===== src/rtl/core/byte_ring_fifo_with_stats_defines.svh =====
// Assertion macros for the byte ring FIFO block.
`ifndef BYTE_RING_FIFO_WITH_STATS_DEFINES_SVH
`define BYTE_RING_FIFO_WITH_STATS_DEFINES_SVH
`ifndef SYNTH
`define BRFS_ASSERT(lbl, prop, msg) \
  lbl: assert property (@(posedge clk) disable iff (!rst_n) prop) else $error(msg);
`define BRFS_NEVER(lbl, cond, msg) \
  lbl: assert property (@(posedge clk) disable iff (!rst_n) !(cond)) else $error(msg);
`else
`define BRFS_ASSERT(lbl, prop, msg)
`define BRFS_NEVER(lbl, cond, msg)
`endif
`endif


===== src/rtl/core/brfs_pkg.sv =====
// Shared types and constants of the byte ring FIFO block.
`default_nettype none
package brfs_pkg;
  localparam int SIZE_W   = 11;
  localparam logic [SIZE_W-1:0] SIZE_RESET = 11'd1024;
  localparam int DATA_W   = 8;
  localparam int LEN_W    = 7;
  localparam int SEL_W    = 3;
  localparam int MOVED_W  = 11;
  localparam int LEVEL_W  = 11;
  localparam int SV_W     = 32;
  localparam int ACC_W    = 11;
  localparam int IN_TDATA_W  = 24;
  localparam int OUT_TDATA_W = 64;
  localparam int NUM_STATS = 5;

  typedef enum logic [2:0] {
    OP_WRITE = 3'd0,
    OP_READ  = 3'd1,
    OP_OPEN  = 3'd2,
    OP_QUERY = 3'd3,
    OP_CLEAR = 3'd4
  } op_t;

  localparam logic [1:0] ST_OK    = 2'd0;
  localparam logic [1:0] ST_BLOCK = 2'd1;
  localparam logic [1:0] ST_AGAIN = 2'd2;

  localparam logic [SEL_W-1:0] STAT_WR    = 3'd0;
  localparam logic [SEL_W-1:0] STAT_RD    = 3'd1;
  localparam logic [SEL_W-1:0] STAT_OPEN  = 3'd2;
  localparam logic [SEL_W-1:0] STAT_RDBLK = 3'd3;
  localparam logic [SEL_W-1:0] STAT_WRBLK = 3'd4;

  typedef struct packed {
    op_t               op;
    logic              nonblock;
    logic [DATA_W-1:0] wdata;
    logic              last;
    logic [LEN_W-1:0]  len;
    logic [SEL_W-1:0]  sel;
    logic              needs_out;
  } cmd_t;
endpackage
`default_nettype wire


===== src/rtl/core/brfs_front.sv =====
// Front end: accepts input words, decodes and queues commands.
`default_nettype none
module brfs_front import brfs_pkg::*; #(
  parameter int MAX_READ = 64
) (
  input  wire logic                  clk,
  input  wire logic                  rst_n,
  input  wire logic                  in_tvalid,
  output logic                       in_tready,
  input  wire logic [IN_TDATA_W-1:0] in_tdata,
  input  wire logic                  in_tlast,
  input  wire logic [2:0]            in_tuser,
  output logic                       q_valid,
  output cmd_t                       q_cmd,
  input  wire logic                  q_pop
);
  cmd_t       q_mem_r [2];
  logic       wr_ptr_r, wr_ptr_nxt;
  logic       rd_ptr_r, rd_ptr_nxt;
  logic [1:0] cnt_r, cnt_nxt;
  cmd_t       dec;
  logic       keep;
  logic       push;

  always_comb begin
    dec.op        = op_t'(in_tuser);
    dec.nonblock  = in_tdata[0];
    dec.wdata     = in_tdata[8:1];
    dec.last      = in_tlast;
    dec.len       = in_tdata[15:9];
    dec.sel       = in_tdata[18:16];
    if (in_tdata[15:9] > LEN_W'(MAX_READ)) begin
      dec.len = LEN_W'(MAX_READ);
    end
    dec.needs_out = !(dec.op == OP_WRITE && !in_tlast);
    case (op_t'(in_tuser))
      OP_WRITE, OP_READ, OP_OPEN, OP_QUERY, OP_CLEAR: keep = 1'b1;
      default: keep = 1'b0;
    endcase
  end

  assign in_tready = (cnt_r != 2'd2);
  assign push      = in_tvalid && in_tready && keep;
  assign q_valid   = (cnt_r != 2'd0);
  assign q_cmd     = q_mem_r[rd_ptr_r];

  always_comb begin
    wr_ptr_nxt = push ? !wr_ptr_r : wr_ptr_r;
    rd_ptr_nxt = q_pop ? !rd_ptr_r : rd_ptr_r;
    cnt_nxt    = cnt_r + 2'(push) - 2'(q_pop);
  end

  always_ff @(posedge clk) begin
    if (!rst_n) begin
      wr_ptr_r <= 1'b0;
      rd_ptr_r <= 1'b0;
      cnt_r    <= 2'd0;
    end else begin
      wr_ptr_r <= wr_ptr_nxt;
      rd_ptr_r <= rd_ptr_nxt;
      cnt_r    <= cnt_nxt;
    end
  end

  always_ff @(posedge clk) begin
    if (push) begin
      q_mem_r[wr_ptr_r] <= dec;
    end
  end
endmodule
`default_nettype wire


===== config.mk =====
export PLATFORM = sky130hd
export DESIGN_NAME = brfs_front
export DESIGN_NICKNAME = d
export VERILOG_FILES = /design/src/rtl/core/byte_ring_fifo_with_stats_defines.svh /design/src/rtl/core/brfs_pkg.sv /design/src/rtl/core/brfs_front.sv
export SDC_FILE = /design/constraint.sdc
export NUM_CORES = 1
export LEC_CHECK = 0
export ABC_AREA = 1
export BUFFER_PORTS_ARGS = -buffer_cell sky130_fd_sc_hd__buf_2
export CAP_MARGIN = 20
export CORE_MARGIN = 5
export CORE_UTILIZATION = 40
export CTS_BUF_LIST = sky130_fd_sc_hd__clkbuf_4 sky130_fd_sc_hd__clkbuf_8 sky130_fd_sc_hd__clkbuf_16
export DETAILED_ROUTE_END_ITERATION = 8
export HOLD_SLACK_MARGIN = 0.1
export PLACE_DENSITY_LB_ADDON = 0.2
export SYNTH_ARGS = -nofsm -noshare
export SYNTH_HDL_FRONTEND = slang
export SYNTH_SLANG_ARGS = --single-unit

===== constraint.sdc =====
create_clock -name clk -period 3.1 [get_ports clk]
set_clock_uncertainty 0.15 [all_clocks]
set_input_delay 0.155 -clock clk [delete_from_list [all_inputs] [get_ports clk]]
set_output_delay 0.155 -clock clk [all_outputs]
set_load 0.005 [all_outputs]

==> flow_metrics.tcl <==
set metrics [dict create \
    yosys_warnings 0 \
    dp_cells 244 \
    cts.sinks 53 \
    final_common_cell "buf_2" \
    n_antenna_cell 0 \
    drt_first_iter_violations 45 \
    grt-ovfl-total 0 \
    start_util_pct 41.6 \
    post_cts_resized 0 \
    port_buffers 52 \
    grt_first_pass_wirelength_mm 5.85 \
    leakage_nw 1.16 \
    gp_congestion 0.746 \
    setup_viol 0 \
    fin_area_um2 2820 \
    min_path_type "in -> reg" \
    cp.required_ns 2.95 \
    ir_drop_mv 0.281 \
    maxCapViolations 0 \
    period_needed_ns 2.20 \
    crit_fanout 14 \
    holdPathStages 2 \
    htreeDepth 2 \
    gr-usage-all-layers_pct 10.8 \
    rows 26 \
    worst_setup_path_end_kind "flop" \
    yosysSeqAreaShare_pct 71.7 \
    r2r_cells 5 \
    wl_per_cell_um 13.0 \
    vias_per_cell 4.46 \
    areaGrowthSynthToFinish_pct 31.3 \
    period_share_pct 71.0 \
    synth_top_area_share_pct 67.1 \
    grt_max_degree 25 \
    synth_fp_nets 157 \
    fp.dieW_um 83.3 \
    finalNetCount 237 \
    timing_hold_violations_final 0 \
    dr.pass1.iters 4 \
    pre_cts_ws_ns 1.05 \
    placed_area_um2 2470 \
    pin_count 58 \
    tns_ns 0 \
    vias 1223 \
    power.density_nw_per_um2 564 \
    syn_avg_cell_area_um2 17.5 \
    ys_ff_latch 53 \
    dp_hpwl_mm 2.54 \
    clkSlewWorstSetupHoldPaths_ns 0.09 \
    drc 0 \
    cts_buffers 5 \
    grt_pass1_vias 1305 \
    clk_latency_ns 0.30 \
    layout_common_cells "52 x buf_2, 48 x edfxtp_1, 22 x dlygate4sd3_1" \
    syn_area_um2 2150 \
    die-height_um 83.3 \
    synth_area_leader_cell "edfxtp_1" \
    max_freq_mhz 455 \
    antenna_found_initial 0 \
    stdcell_count 274 \
    worstPathArrival_ns 2.05 \
    worstSetupStartpointType "input pin" \
    cts_buffer_depth 2 \
    routed_wl_mm 3.57 \
    drive_gt1_share_pct 43.6 \
    synth_area_leaders "edfxtp_1 67%, mux2_4 14%, dfxtp_1 4.7%, mux2_2 2.1%, nor2_1 1.9%" \
    die_area_um2 6940 \
    n_fill_cell 439 \
    drv_slew 0 \
    yosysUniqueCellTypes 18 \
    synth_cells 123 \
    detail-route-antenna-nets 0 \
    slew_headroom_pct 62.4 \
    rsz0062_at_grt "false" \
    cts_root_buf "clkbuf_8" \
    setup_ws_ns 0.900 \
    critPathKind "in -> reg" \
    hold_slack_ns 0.119 \
    worst_slew_pin_slew_ns 0.564 \
    status "finished, final reports clean" \
    core-area_um2 5170 \
    cts_tree "done" \
]
-- registers in the layout (all words and copies together) (netlist names), named ones only --
name,cells
rd_ptr_r,1
cnt_r,2
q_mem_r,48
wr_ptr_r,1
-- cells in the mapped netlist (all sizes together) --
cell	n
nand2	9
nand3	1
inv	7
dfxtp	5
edfxtp	48
a21boi	4
buf	3
a21oi	4
nand4	1
or2	1
xor2	1
o21ai	1
clkbuf	1
mux2	24
nor2	11
ha	2
-- routing by layer --
layer / up-vias / part of all wire (%) / track usage [%]
met5: - / 0 / 0
met4: 0 / 1.6 / 4.46
met3: 6 / 6.6 / 4.36
met2: 33 / 53 / 19.4
met1: 580 / 39 / 11.0
li1: 604 / - / -
-- timing repair --
action,CTS,global route
endpoints found under the setup margin,0,0
hold buffers,22,0
endpoints found under the hold margin,47,0
buffers inserted,0,0
-- cells by family after synthesis --
logic type,Yosys count,synth area share (%)
XOR/XNOR,1,0.408
flip-flops,53,71.7
multiplexers,24,16.1
AND/OR/NAND/NOR,23,4.31
AO/OA/AOI/OAI,9,2.56
buffers and inverters,11,3.78
adder cells (fa/ha/maj),2,1.16
-- power by group --
| part | switching, W | leakage (nW) | internal (W) |
|---|---|---|---|
| clock network | 0.000210 | 0.0681 | 0.000320 |
| logic | 0.0000920 | 0.605 | 0.000119 |
| registers | 0.0000192 | 0.483 | 0.000830 |
| total | 0.000321 | 1.16 | 0.00127 |
-- worst max-delay path, cell delays in order --
cell,delay [ns]
dlygate4sd3_1,0.53
buf_2,0.14
o21ai_0,0.27
nand2_1,0.14
nor2_2,0.46
buf_4,0.34
-- cell type report --
class | count | area [µm²] | area share (%)
multi-input combinational | 59 | 529 | 18.8
tap | 70 | 87.6 | 3.10
sequential | 53 | 1540 | 54.6
clock inverter | 3 | 65.1 | 2.31
inverter | 7 | 26.3 | 0.931
clock buffer | 5 | 68.8 | 2.44
timing repair buffer | 77 | 503 | 17.8
-- final timing paths --
kind	from	endpoint	slack (ns)
hold / removal	in_tdata[13]	q_mem_r[0][8]$_DFFE_PP_	0.12
setup / recovery	in_tuser[1]	q_mem_r[0][14]$_DFFE_PP_	0.90
setup reg to reg	cnt_r[0]$_SDFF_PN0_	q_mem_r[0][14]$_DFFE_PP_	1.09
hold reg to reg	rd_ptr_r$_SDFFE_PN0P_	flop	0.36
-- stage by stage --
step                      utilization, %  total power, W
after detailed placement            47.7         0.00106
final                               54.5         0.00159
after global placement              47.7         0.00105
after floorplan                        -        0.000984
after global routing                54.5         0.00166
after CTS                           54.5         0.00161
Note: power is estimated with default switching activity, not from simulation.
